File: config.mk
export PLATFORM = sky130hd
export DESIGN_NAME = url_percent_decoder_unit
export DESIGN_NICKNAME = d
export VERILOG_FILES = /design/src/design/upd_pkg.sv /design/src/design/upd_front.sv /design/src/design/upd_queue.sv /design/src/design/upd_back.sv /design/src/design/url_percent_decoder_unit.sv
export SDC_FILE = /design/constraint.sdc
export NUM_CORES = 1
export LEC_CHECK = 0
export BUFFER_PORTS_ARGS = -buffer_cell sky130_fd_sc_hd__buf_4
export CAP_MARGIN = 10
export CORE_UTILIZATION = 45
export CTS_CLUSTER_DIAMETER = 50
export CTS_CLUSTER_SIZE = 10
export DETAILED_ROUTE_END_ITERATION = 12
export PLACE_DENSITY = 0.61
export SLEW_MARGIN = 5
export SYNTH_ARGS = -nofsm -noshare
export SYNTH_HDL_FRONTEND = slang
export SYNTH_SLANG_ARGS = --single-unit
File: constraint.sdc
create_clock -name clk -period 3.2 [get_ports clk]
set_clock_uncertainty 0.05 [all_clocks]
set_input_delay 0.16 -clock clk [delete_from_list [all_inputs] [get_ports clk]]
set_output_delay 0.16 -clock clk [all_outputs]
set_load 0.01 [all_outputs]
File: src/design/upd_pkg.sv
`default_nettype none
package upd_pkg;

  // Character codes
  localparam logic [7:0] CH_PERCENT = 8'h25;
  localparam logic [7:0] CH_PLUS    = 8'h2B;
  localparam logic [7:0] CH_SPACE   = 8'h20;

  // Group queue between front and back
  localparam int QDEPTH = 4;
  localparam int QPTR_W = $clog2(QDEPTH);
  localparam int QCNT_W = $clog2(QDEPTH + 1);

  // Results that one input byte can cause
  localparam int GRP_MAX = 3;
  localparam int GRP_CNT_W = $clog2(GRP_MAX + 1);

  // Escape tracking state
  typedef enum logic [2:0] {
    ST_IDLE = 3'b001,
    ST_PCT  = 3'b010,
    ST_DIG  = 3'b100
  } upd_state_t;

  // Decoded bytes caused by one input byte
  typedef struct packed {
    logic [GRP_MAX-1:0][7:0] data;
    logic [GRP_CNT_W-1:0]    cnt;
    logic                    last;
  } upd_group_t;

  function automatic logic is_hex(input logic [7:0] c);
    return (c >= 8'h30 && c <= 8'h39) ||
           (c >= 8'h41 && c <= 8'h46) ||
           (c >= 8'h61 && c <= 8'h66);
  endfunction

  // Value of a hex digit character (only meaningful when is_hex holds)
  function automatic logic [3:0] hex_val(input logic [7:0] c);
    logic [3:0] v;
    if (c[6]) begin
      v = c[3:0] + 4'd9;
    end else begin
      v = c[3:0];
    end
    return v;
  endfunction

endpackage
`default_nettype wire

File: src/design/upd_front.sv
`default_nettype none
module upd_front import upd_pkg::*; (
  input  wire logic       clk,
  input  wire logic       rst_n,
  input  wire logic       in_push,
  input  wire logic [7:0] in_byte,
  input  wire logic       in_last,
  input  wire logic       q_full,
  output upd_group_t      grp,
  output logic            grp_vld
);

  upd_state_t st_r, st_nxt, idle_st;
  logic [7:0] dig_r, dig_nxt;
  logic       accept;
  logic       b_hex;
  logic       idle_emit;
  logic [7:0] idle_char;

  assign accept = in_push && !q_full;
  assign b_hex  = is_hex(in_byte);

  // Classify the byte as seen from the idle state
  assign idle_emit = !(in_byte == CH_PERCENT && !in_last);
  assign idle_char = (in_byte == CH_PLUS) ? CH_SPACE : in_byte;
  assign idle_st   = idle_emit ? ST_IDLE : ST_PCT;

  // Build the group of decoded bytes and the next escape state
  always_comb begin
    grp     = '0;
    st_nxt  = ST_IDLE;
    dig_nxt = dig_r;
    unique case (st_r)
      ST_PCT: begin
        if (b_hex) begin
          if (in_last) begin
            grp.data[0] = CH_PERCENT;
            grp.data[1] = in_byte;
            grp.cnt     = GRP_CNT_W'(2);
          end else begin
            dig_nxt = in_byte;
            st_nxt  = ST_DIG;
          end
        end else begin
          grp.data[0] = CH_PERCENT;
          grp.data[1] = idle_char;
          grp.cnt     = idle_emit ? GRP_CNT_W'(2) : GRP_CNT_W'(1);
          st_nxt      = idle_st;
        end
      end
      ST_DIG: begin
        if (b_hex) begin
          grp.data[0] = {hex_val(dig_r), hex_val(in_byte)};
          grp.cnt     = GRP_CNT_W'(1);
        end else begin
          grp.data[0] = CH_PERCENT;
          grp.data[1] = dig_r;
          grp.data[2] = idle_char;
          grp.cnt     = idle_emit ? GRP_CNT_W'(3) : GRP_CNT_W'(2);
          st_nxt      = idle_st;
        end
      end
      default: begin
        grp.data[0] = idle_char;
        grp.cnt     = idle_emit ? GRP_CNT_W'(1) : GRP_CNT_W'(0);
        st_nxt      = idle_st;
      end
    endcase
    // Drop any pending escape at the end of a message
    if (in_last) begin
      st_nxt = ST_IDLE;
    end
    grp.last = in_last;
  end

  assign grp_vld = accept && (grp.cnt != '0);

  // Advance escape state on each accepted request
  always_ff @(posedge clk) begin
    if (!rst_n) begin
      st_r  <= ST_IDLE;
      dig_r <= '0;
    end else if (accept) begin
      st_r  <= st_nxt;
      dig_r <= dig_nxt;
    end
  end

endmodule
`default_nettype wire

File: src/design/upd_queue.sv
`default_nettype none
module upd_queue import upd_pkg::*; (
  input  wire logic clk,
  input  wire logic rst_n,
  input  wire logic wr_en,
  input  wire upd_group_t wr_grp,
  input  wire logic rd_en,
  output upd_group_t rd_grp,
  output logic      q_full,
  output logic      q_empty
);

  upd_group_t          mem_r [QDEPTH];
  logic [QPTR_W-1:0]   wptr_r, rptr_r;
  logic [QCNT_W-1:0]   cnt_r;
  logic                do_wr, do_rd;

  assign q_full  = (cnt_r == QCNT_W'(QDEPTH));
  assign q_empty = (cnt_r == '0);
  assign do_wr   = wr_en && !q_full;
  assign do_rd   = rd_en && !q_empty;
  assign rd_grp  = mem_r[rptr_r];

  // Hold group payloads
  always_ff @(posedge clk) begin
    if (do_wr) begin
      mem_r[wptr_r] <= wr_grp;
    end
  end

  // Advance pointers and occupancy
  always_ff @(posedge clk) begin
    if (!rst_n) begin
      wptr_r <= '0;
      rptr_r <= '0;
      cnt_r  <= '0;
    end else begin
      if (do_wr) begin
        wptr_r <= (wptr_r == QPTR_W'(QDEPTH - 1)) ? '0 : wptr_r + 1'b1;
      end
      if (do_rd) begin
        rptr_r <= (rptr_r == QPTR_W'(QDEPTH - 1)) ? '0 : rptr_r + 1'b1;
      end
      if (do_wr && !do_rd) begin
        cnt_r <= cnt_r + 1'b1;
      end else if (do_rd && !do_wr) begin
        cnt_r <= cnt_r - 1'b1;
      end
    end
  end

endmodule
`default_nettype wire

File: src/design/upd_back.sv
`default_nettype none
module upd_back import upd_pkg::*; (
  input  wire logic       clk,
  input  wire logic       rst_n,
  input  wire upd_group_t q_grp,
  input  wire logic       q_empty,
  output logic            q_pop,
  input  wire logic       out_pop,
  output logic            out_empty,
  output logic [7:0]      out_byte,
  output logic            out_run_last,
  output logic            out_msg_end
);

  upd_group_t           cur_r;
  logic                 vld_r;
  logic [GRP_CNT_W-1:0] idx_r;
  logic                 take, at_end;

  assign at_end = (idx_r == cur_r.cnt - 1'b1);
  assign take   = out_pop && vld_r;
  assign q_pop  = (!vld_r || (take && at_end)) && !q_empty;

  // Select the current byte of the group
  always_comb begin
    unique case (idx_r)
      GRP_CNT_W'(1): out_byte = cur_r.data[1];
      GRP_CNT_W'(2): out_byte = cur_r.data[2];
      default:       out_byte = cur_r.data[0];
    endcase
  end

  assign out_empty    = !vld_r;
  assign out_run_last = at_end;
  assign out_msg_end  = at_end && cur_r.last;

  // Load the next group or step through the current one
  always_ff @(posedge clk) begin
    if (q_pop) begin
      cur_r <= q_grp;
    end
  end

  always_ff @(posedge clk) begin
    if (!rst_n) begin
      vld_r <= 1'b0;
      idx_r <= '0;
    end else if (q_pop) begin
      vld_r <= 1'b1;
      idx_r <= '0;
    end else if (take && at_end) begin
      vld_r <= 1'b0;
    end else if (take) begin
      idx_r <= idx_r + 1'b1;
    end
  end

endmodule
`default_nettype wire

File: src/design/url_percent_decoder_unit.sv
`default_nettype none
// URL percent-decoder: one encoded byte in per cycle while in_full is low, one
// decoded byte out per cycle while out_pop is high and a result waits. An accepted
// input's results pass through the group queue and the output serialiser register.
// Throughput: one input and one output request per cycle when not stalled; a byte
// that expands to up to three results is drained by the serialiser at one byte per cycle.
// Reset (rst_n low, synchronous) clears the escape state and the group queue;
// out_empty is high and in_full low on the cycle after reset.
module url_percent_decoder_unit import upd_pkg::*; (
  input  wire logic       clk,
  input  wire logic       rst_n,
  input  wire logic       in_push,
  output logic            in_full,
  input  wire logic [7:0] in_byte,
  input  wire logic       in_last,
  output logic            out_empty,
  input  wire logic       out_pop,
  output logic [7:0]      out_byte,
  output logic            out_run_last,
  output logic            out_msg_end
);

  upd_group_t f_grp, q_grp;
  logic       f_vld, q_full, q_empty, q_pop;

  assign in_full = q_full;

  upd_front u_front (
    .clk     (clk),
    .rst_n   (rst_n),
    .in_push (in_push),
    .in_byte (in_byte),
    .in_last (in_last),
    .q_full  (q_full),
    .grp     (f_grp),
    .grp_vld (f_vld)
  );

  upd_queue u_queue (
    .clk     (clk),
    .rst_n   (rst_n),
    .wr_en   (f_vld),
    .wr_grp  (f_grp),
    .rd_en   (q_pop),
    .rd_grp  (q_grp),
    .q_full  (q_full),
    .q_empty (q_empty)
  );

  upd_back u_back (
    .clk          (clk),
    .rst_n        (rst_n),
    .q_grp        (q_grp),
    .q_empty      (q_empty),
    .q_pop        (q_pop),
    .out_pop      (out_pop),
    .out_empty    (out_empty),
    .out_byte     (out_byte),
    .out_run_last (out_run_last),
    .out_msg_end  (out_msg_end)
  );

endmodule
`default_nettype wire

## After elaboration in Yosys (flattened, before gate mapping)

Memory sizes are Yosys's and may differ from the RTL's. A register that Yosys moved wholly into a read port is not among the register bits.
Cells that the tools add are included.

| operators by class | value |
|---|---|
| add/sub/neg operators | 8 |
| magnitude comparators | 6 |
| equality and inequality tests | 10 |
| muxes and demuxes | 27 |
| bitwise logic cells | 3 |
| reductions and logical operators | 30 |

Operator list:

| cell | count |
|---|---|
| 2-to-1 mux 18 bit | 2 |
| one-hot mux 8 bit (2 select lines) | 2 |
| one-hot mux 10 bit (2 select lines) | 1 |
| equality test 8 x 6 -> 1 bit, second input constant | 2 |
| >= comparator 8 x 7 -> 1 bit, second input constant | 2 |
| less-or-equal comparator 8 x 7 -> 1 bit, second input constant | 2 |
| 2-to-1 mux 16 bit | 1 |
| 2-to-1 mux 8 bit | 2 |
| 2-to-1 mux 3 bit | 5 |
| logical AND 1 bit | 14 |
| 2-to-1 mux 10 bit | 1 |
| adder 4 bit, second input constant | 2 |
| >= comparator 8 x 6 -> 1 bit, second input constant | 1 |
| less-or-equal comparator 8 x 6 -> 1 bit, second input constant | 1 |
| 2-to-1 mux 2 bit | 4 |
| 2-to-1 mux 4 bit | 2 |
| adder 2 x 1 -> 2 bit, second input constant | 3 |
| equality test 2 bit, second input constant | 3 |
| equality test 3 bit, second input constant | 2 |
| zero test 1 bit | 6 |
| 2-to-1 mux 1 bit | 6 |
| one-hot mux 3 bit (2 select lines) | 1 |
| nonzero test 2 bit | 3 |
| AND reduction 4 bit | 1 |
| other kinds (11) | 15 |

| word-level totals | value |
|---|---|
| register bits after elaboration | 21 |
| memory bits (writable) | 108 |
| output and inout port bits | 12 |
| logic and storage cells | 92 |
| memories | 1 |

Memory list:

| memory | words | width | rd ports | clocked after Yosys merged registers in | write ports | line | source |
|---|---|---|---|---|---|---|---|
| u_queue.mem_r | 4 | 27 | 1 | 1 | 1 | upd_queue.sv:13 | `upd_group_t mem_r [QDEPTH];` |

## Longest topological paths before layout

Gate-level depths: netlist of the first run.

| depth | value |
|---|---|
| depth in word-level cells | 13 |
| mapped depth | 12 |
| mapped depth without buffers | 12 |

## Hierarchy

A second synthesis of the first run with hierarchy kept.

| unflattened totals | value |
|---|---|
| cell total of the unflattened synthesis | 417 |
| area, all modules | 6780.3 um2 |

By module, submodules not included:

| module | instances | cells an instance | area each (um2) |
|---|---|---|---|
| upd_queue | 1 | 192 | 4424.2 |
| upd_back | 1 | 82 | 1198.6 |
| upd_front | 1 | 143 | 1157.4 |

## Worst setup path after synthesis of the first run

Ideal clock, no wire load.

| path | value |
|---|---|
| path kind | input to register |
| from | input in_byte[1] |
| to | register u_queue.cnt_r[2] |
| data arrival time | 2.970 ns |
| data required time | 3.074 ns |
| slack | 0.104 ns |
| stages | 12 |
| path through | inv_1 ha_1 or4bb_1 nor2_8 mux2i_1 a221oi_4 ha_1 inv_1 fa_1 xor2_1 or3_1 a21boi_0 |

| between the ends | value |
|---|---|
| cells in the longest elaborated chain, start to end | 12 |
| elaborated cells on any way between the ends | 27 |
| those cells by class | order compare: 6; eq/ne: 1; mux: 7; reduce/logical: 13 |

Ends and longest elaborated chain:

| item | line | source |
|---|---|---|
| from (decl) | url_percent_decoder_unit.sv:14 | `input wire logic [7:0] in_byte,` |
| >= comparator 8 x 6 -> 1 bit (tied with other cells) | upd_pkg.sv:33 | `return (c >= 8'h30 && c <= 8'h39) \|\|` |
| logical AND 1 bit, on equally long branches | upd_pkg.sv:33, upd_pkg.sv:34 |  |
| logical OR 1 bit | upd_pkg.sv:33 |  |
| logical OR 1 bit | upd_pkg.sv:34 | `(c >= 8'h41 && c <= 8'h46) \|\|` |
| 2-to-1 mux 10 bit or 2-to-1 mux 18 bit (tied branches) | upd_front.sv:52, upd_front.sv:35 |  |
| one-hot mux 10 bit (2 select lines) (*) | upd_front.sv:33 | `unique case (st_r)` |
| nonzero test 2 bit (*) | upd_front.sv:76 | `assign grp_vld = accept && (grp.cnt != '0);` |
| logical AND 1 bit (*) | upd_front.sv:76 |  |
| logical AND 1 bit (*) | upd_queue.sv:20 | `assign do_wr = wr_en && !q_full;` |
| via u_queue.do_wr | upd_queue.sv:16 | `logic do_wr, do_rd;` |
| zero test 1 bit | upd_queue.sv:46 | `end else if (do_rd && !do_wr) begin` |
| logical AND 1 bit | upd_queue.sv:46 |  |
| nonzero test 2 bit (no source line) | n/a |  |
| to (signal assigned) | upd_queue.sv:45 | `cnt_r <= cnt_r + 1'b1;` |
| to (signal assigned) | upd_queue.sv:47 | `cnt_r <= cnt_r - 1'b1;` |
| to (decl) | upd_queue.sv:15 | `logic [QCNT_W-1:0] cnt_r;` |

The timed path passes the listed nets; every way through them passes the cells marked *.
A chain may end at the register's enable or synchronous reset.

## Worst setup path after layout of the first run

| path | value |
|---|---|
| from | input in_byte[4] |
| to | register u_queue.cnt_r[2] |

Same word-level chain as after synthesis.

==> results of run 1 <==
-- flip-flops by register name, indices dropped and copies added, names as in the netlist --
| register | count |
|---|---|
| u_queue.rptr_r | 2 |
| u_queue.mem_r | 108 |
| u_front.dig_r | 8 |
| u_back.idx_r | 2 |
| u_queue.wptr_r | 2 |
| u_queue.cnt_r | 3 |
| u_back.vld_r | 1 |
| u_front.st_r | 3 |
| u_back.cur_r | 27 |
-- layout make-up --
| type | count | area [um2] |
|---|---|---|
| inverter | 12 | 45.04 |
| timing repair buffer | 45 | 412.9 |
| tap | 180 | 225.2 |
| sequential | 156 | 4476 |
| clock buffer | 19 | 432.9 |
| multi-input combinational | 215 | 1962 |
| fill | 1105 | 6386 |
| clock inverter | 13 | 102.6 |
-- what timing repair did --
action	in CTS	in global routing
endpoints found under the hold margin	8	0
hold buffers	5	0
gates resized for setup	0	3
endpoints found under the setup margin	0	1
-- power groups by stage --
stage	Clock, mW	Combinational [mW]	Sequential (mW)
detailed placement	0	1.38	2.90
floorplan	0	0.943	2.79
finish	1.82	1.35	2.85
CTS	1.85	1.38	2.86
global route	1.93	1.48	2.90
global placement	0	1.35	2.88
-- cell usage in the layout, fill, tap and decap left out, types with 5 or more instances in the layout --
master,n
clkinv_2,5
buf_12,5
a22oi_1,8
nand2_1,41
mux4_2,27
and2_1,12
edfxtp_1,135
clkbuf_16,17
dfxtp_1,20
ha_1,12
xnor2_1,6
inv_1,12
a22o_1,11
nor2_1,12
o21ai_0,14
buf_4,35
dlygate4sd3_1,5
mux2i_1,15
-- critical path: stages --
cell and delay, ns:
dlygate4sd3_1 0.54, buf_4 0.17, or4b_4 0.57, nor2_8 0.13, mux2i_1 0.11, a221oi_4 0.34
ha_2 0.23, inv_1 0.06, fa_1 0.42, xor2_1 0.17, or3_1 0.30, a21boi_1 0.13
-- logic make-up (layout without fill, tap and decap cells) --
family / Yosys count / in the layout / synth area share
AO/OA/AOI/OAI: 55 / 55 / 0.06485
adder cells (fa/ha/maj): 14 / 14 / 0.02793
multiplexers: 43 / 43 / 0.1176
flip-flops: 156 / 156 / 0.6840
buffers and inverters: 29 / 89 / 0.01702
AND/OR/NAND/NOR: 94 / 94 / 0.07651
XOR/XNOR: 9 / 9 / 0.01205
-- per-layer routing --
metal | up-vias | track usage | wire length [um]
li1 | 1654 | - | -
met1 | 1715 | 0.2410 | 5600
met2 | 75 | 0.2876 | 6091
met3 | 10 | 0.04926 | 494
met4 | 0 | 0.07165 | 114
met5 | - | 0 | 0
-- worst max path at each step --
| stage | start | depth (start not counted) | slack, ns | to |
|---|---|---|---|---|
| after global placement | in_byte[1] | 13 | 0.07 | u_queue.cnt_r[2] |
| after CTS | in_byte[3] | 12 | 0.12 | u_queue.cnt_r[2] |
| after detailed placement | in_byte[1] | 13 | 0.04 | u_queue.cnt_r[2] |
| after global routing | in_byte[4] | 12 | 0.003 | u_queue.cnt_r[2] |
| after floorplan | in_byte[1] | 12 | 0.10 | u_queue.cnt_r[2] |
| final | in_byte[4] | 12 | 0.16 | u_queue.cnt_r[2] |
==> results by group, run 1 <==
Power
  – Pwr dens: 785.7 nW/um2
  – Comb pwr share: 0.224
  – Clock network power share: 0.302
  – Sequential share of power: 0.474
  – VDD IR-drop max: 357.6 uV
  – Pwr Total: around 6.0 mW
  – Leak: 2.663 nW
  – NetSw: 1.612 mW
  – Pint: 4.403 mW
  – Net switching fraction of the power: 0.2680

Min path
  – Hold Path Depth: 3
  – Hold path startpoint: in_byte[2]
  – Hold Path Class: primary input to flip-flop
  – Hold endpoint: u_front.dig_r[2]

Synthesis
  – Top cells by area, synth: edfxtp_1 62%, mux4_2 9.3%, dfxtp_1 6.4%
  – Post-Synthesis Net Count: 427
  – Synth cell count leaders: 135 x edfxtp_1, 41 x nand2_1, 27 x mux4_2
  – Synth cell types: 49
  – Mean Syn Cell Area: roughly 16 um2
  – FF+latch count, synth: 156
  – Yosys warnings: 0
  – Asr flop ratio synth: 0
  – Register area share after synthesis: 0.6840
  – Mapped Area: about 6500 um2
  – Synth Instances: 400
  – Ys flop type: edfxtp_1
  – Yosys top cell by area: edfxtp_1
  – Most common cell in the netlist: edfxtp_1
  – Post-synth EDFFs: 135
  – Post-synth top area share: 0.6197

Clocking
  – Clk pin slew, worst setup/hold paths: 0.06 ns
  – Clock Path Buffers: 2
  – CTS tree: built
  – Clk sinks: 156
  – H-Tree Depth: 4
  – Setup Buffers After CTS: 0
  – CTS Buf Count: 17
  – Root Driver: clkbuf_16
  – Clock Latency Late Sink: 0.42 ns

Timing
  – Relative slew slack: 0.4976
  – Setup TNS: 0 ns
  – PnR worst setup slack: between 0.15 and 0.2 ns
  – Worst-Margin Slew: roughly 0.75 ns
  – F_max: 329.3 MHz
  – Final setup vio count: 0
  – Final Cycle Share: 0.9488
  – RSZ-0062 raised after global routing: false
  – Pins Over Slew Limit: 0
  – Final hold violations: 0
  – Min Hold Slack: 0.01413 ns
  – Post-route minimum period: ~3 ns

Route
  – Residual DRC: 0
  – Initial drt markers: 269
  – Routed vias/inst: 5.397
  – Drt pass-1 iters: 4
  – Average routed wire per standard cell: 19.22 um
  – Routed wire length: approximately 12,000 um
  – Vias post-DR: 3,454
  – Final ANT Viol Nets: 0

Placed design
  – Buffers added on ports: 24
  – DP Area: 7064 um2
  – Placer Congestion: 0.8195
  – Post-Place Setup Slack: 0.03888 ns
  – Placed cells: 603
  – DP Wirelength: 7674 um

Final layout
  – Nets: 474
  – Fin util: 0.5452
  – # diodes: 0
  – Area Growth Syn to Fin: 17.04%
  – Post-Layout Cell Count: 640
  – Share of layout cells above drive strength 1: 0.2370
  – Final Cell Area: 7656 um2

GRT
  – Grt total ovfl: 0
  – First-pass GRT wire length: 19,110 um
  – Overall routing resource usage: 0.1826
  – Initial antenna violation count: 0
  – Largest net degree at the start of global routing: 33
  – Vias in the first global route: 3,381

Worst setup path
  – CP Class: primary input to flip-flop
  – CP Capture Type: flip-flop
  – Worst R2R Path Depth: 9
  – Critical Path AT: 3.34 ns
  – Critical path required time: 3.50 ns
  – Reg2Reg Launch Point: u_front.st_r[1]
  – Worst setup SP type: primary input
  – R2R Path End: u_queue.cnt_r[2]
  – CP Max Fanout: 7
  – R2r setup slk: 0.47 ns

Run status
  – Status: completed

Floorplanning
  – Row cnt: 43
  – Die height: 122.6 um
  – IO Count: 25
  – Die Area: 15,020 um2
  – Die Wd: 122.6 um
  – Core area: 14,040 um2
  – Initial Utilization: 0.4658

Flow run
  – Max cap viols: 0
(Power assumes the default switching activity.)
==> run 2: changes to the inputs <==
--- a/config.mk
+++ b/config.mk
@@ -5,8 +5,8 @@
 export SDC_FILE = /design/constraint.sdc
 export NUM_CORES = 1
 export LEC_CHECK = 0
+export ABC_AREA = 1
 export BUFFER_PORTS_ARGS = -buffer_cell sky130_fd_sc_hd__buf_4
-export CAP_MARGIN = 10
 export CORE_UTILIZATION = 45
 export CTS_CLUSTER_DIAMETER = 50
 export CTS_CLUSTER_SIZE = 10
==> run 2 against run 1 <==
  * Sequential power fell by 1%
  * First-iteration DRC count rose by 31%
  * Fmax rose by 13%
  * Combinational power rose by 27%
  * Largest cell class unchanged
  * Largest power group unchanged
==> results by group, run 2 <==
Floorplanning
  – Die height: 122.8 um (+0.22%)
  – Core area: 14,040 um2 (unchanged)
  – Die Wd: 122.8 um (+0.22%)
  – Initial Utilization: 0.4680 (+0.002138)
  – IO Count: 25 (unchanged)
  – Die Area: 15,090 um2 (+0.45%)
  – Row cnt: 43 (unchanged)

Synthesis
  – Yosys top cell by area: edfxtp_1
  – Post-synthesis compound-gate area fraction: 0.1245 (+0.05968)
  – Post-Synthesis Net Count: 597 (+40%)
  – Mean Syn Cell Area: 11.53 um2 (-30%)
  – Synth cell types: 34 (-31%)
  – Mapped Area: 6571 um2 (+0.46%)
  – Most common cell in the netlist: edfxtp_1
  – Post-synthesis adder-cell area fraction: 0.02780 (-0.0001276)
  – Asr flop ratio synth: 0 (unchanged)
  – Register area share after synthesis: 0.6809 (-0.003126)
  – FF+latch count, synth: 156 (unchanged)
  – Ys flop type: edfxtp_1
  – Largest family of logic cells by synthesized area: compound AO/OA/AOI/OAI gates
  – Post-synth EDFFs: 135 (unchanged)
  – XOR/XNOR Fraction of Synth Area: 0.01047 (-0.001578)
  – Post-synth top area share: 0.6169 (-0.002832)
  – Synth cell count leaders: 135 x edfxtp_1, 89 x nor2_1, 73 x o21ai_0
  – Mux cell area share after synthesis: 0 (-0.1176)
  – Synth Area in Simple Gates: 0.1091 (+0.03259)
  – Yosys warnings: 0 (unchanged)
  – Top cells by area, synth: edfxtp_1 62%, dfxtp_1 6.4%, o21ai_0 5.6%
  – Synth Instances: 570 (+43%)

Timing
  – Final setup vio count: 0 (unchanged)
  – Final Cycle Share: 0.8425 (-0.1064)
  – F_max: 370.9 MHz (+13%)
  – RSZ-0062 raised after global routing: false
  – Min Hold Slack: 0.02214 ns (+0.008007 ns)
  – Final hold violations: 0 (unchanged)
  – Setup TNS: 0 ns (unchanged)
  – Worst-Margin Slew: 0.9301 ns (+0.1834 ns)
  – Relative slew slack: 0.3792 (-0.1184)
  – Pins Over Slew Limit: 0 (unchanged)
  – PnR worst setup slack: 0.5041 ns (+0.3404 ns)
  – Post-route minimum period: 2.696 ns (-0.3404 ns)

Route
  – Vias post-DR: 4,280 (+24%)
  – Routed vias/inst: 5.384 (-0.25%)
  – Final ANT Viol Nets: 0 (unchanged)
  – Residual DRC: 0 (unchanged)
  – Initial drt markers: 353 (+31%)
  – Drt pass-1 iters: 4 (unchanged)
  – Average routed wire per standard cell: 17.13 um (-11%)
  – Routed wire length: 13,620 um (+11%)

Worst setup path
  – CP Capture Type: flip-flop
  – Critical path required time: 3.50 ns (about the same)
  – CP Max Fanout: 7 (unchanged)
  – Worst R2R Path Depth: 15 (+6)
  – Worst setup SP type: primary input
  – Critical Path AT: 3.00 ns (-0.34 ns)
  – CP Class: primary input to flip-flop

Clocking
  – Post-CTS Resized: 0 (unchanged)
  – Clock Path Buffers: 2 (unchanged)
  – CTS tree: built
  – Root Driver: clkbuf_16
  – CTS Buf Count: 17 (unchanged)
  – Clk pin slew, worst setup/hold paths: 0.06 ns (about the same)
  – H-Tree Depth: 4 (unchanged)
  – Clock Latency Late Sink: 0.42 ns (about the same)
  – Setup Buffers After CTS: 0 (unchanged)
  – Clk sinks: 156 (unchanged)

Power
  – Pwr dens: 884.9 nW/um2 (+13%)
  – VDD IR-drop max: 461.3 uV (+29%)
  – Leak: 2.788 nW (+4.7%)

Final layout
  – Area Growth Syn to Fin: 16.43%
  – # diodes: 0 (unchanged)
  – Share of layout cells above drive strength 1: 0.1382 (-0.09875)
  – Commonest non-fill, non-tap cells in the layout: 135 x edfxtp_1, 85 x nor2_1, 73 x o21ai_0
  – Largest registers: u_queue.mem_r (108), u_back.cur_r (27), u_front.dig_r (8)
  – Top reg by flops: u_queue.mem_r
  – Post-Layout Cell Count: 795 (+24%)
  – Max reg flops: 108 (unchanged)
  – Commonest non-fill, non-tap cell in the layout: edfxtp_1
  – Nets: 629 (+33%)

Placed design
  – DP Wirelength: 8643 um (+13%)
  – Placed cells: 761 (+26%)
  – Buffers added on ports: 24 (unchanged)
  – Placer Congestion: 0.8696 (+6.1%)
  – Post-Place Setup Slack: 0.4905 ns (+0.4516 ns)

GRT
  – Overall routing resource usage: 0.1981 (+0.01551)
  – First-pass GRT wire length: 21,260 um (+11%)
  – Largest net degree at the start of global routing: 57 (+73%)
  – Grt total ovfl: 0 (unchanged)
  – Initial antenna violation count: 0 (unchanged)
  – Vias in the first global route: 4,094 (+21%)

Min path
  – Hold Path Depth: 3 (unchanged)
  – Hold Path Class: primary input to flip-flop

Flow run
  – Max cap viols: 0 (unchanged)

Run status
  – Status: completed
-- run 2: power breakdown --
part | total [mW] | switching (mW) | internal, mW
sequential | 2.81 | 0.103 | 2.71
combinational | 1.71 | 1.15 | 0.554
clock | 2.26 | 0.788 | 1.47
total | 6.77 | 2.04 | 4.73
-- run 2: stage by stage --
step	util	total power, mW	cell area (um2)
2_1_floorplan	-	3.917	6571
3_3_place_gp	0.4956	4.517	6959
3_5_place_dp	0.4956	4.579	6959
4_1_cts	0.5449	6.825	7651
5_1_grt	0.5449	7.127	7651
6_report	0.5449	6.771	7651
-- run 2: area by class of cell --
type,instances,area [um2]
clock buffers,19,432.9
clock inverters,13,239.0
fillers,1173,6391
inverters,52,195.2
multi-input cells,339,1797
flip-flops and latches,156,4474
well taps,180,225.2
repair buffers,36,287.8
-- run 2: path summary, 6_finish.rpt --
path | startpoint | endpoint | slack (ns)
max reg2reg | u_front.st_r[1] | u_queue.cnt_r[2] | 0.66
min reg2reg | u_front.dig_r[5] | u_front.dig_r[5] | 0.41
min | in_byte[6] | u_front.dig_r[6] | 0.02
max | in_byte[4] | u_queue.cnt_r[2] | 0.50
-- run 2: timing repair --
item,CTS,global route
hold buffers,2,0
setup endpoints to repair,0,0
hold endpoints to repair,5,0
-- run 2: routing by layer --
layer  GRT usage  share of wire
met1      0.2625           0.47
met2      0.3136           0.47
met3     0.04043          0.043
met4     0.09070          0.015
met5           0              0
-- run 2: cell families after synthesis --
group           after synthesis
compound gates              151
xor+xnor                      7
fa+ha+maj                    14
buf+inv                      75
flops                       156
simple gates                167
-- run 2: worst max-delay path, stage by stage --
cell	delay [ns]
dlygate4sd3_1	0.53
buf_4	0.14
inv_1	0.11
nand2_1	0.10
nor2_4	0.15
nand3_2	0.11
xor2_2	0.23
inv_2	0.05
nand3_2	0.10
nand2_4	0.10
inv_2	0.08
ha_1	0.13
inv_1	0.07
fa_1	0.44
nor2_1	0.14
nor2_1	0.06
nand2_1	0.07
o21ai_0	0.07
a21oi_1	0.13
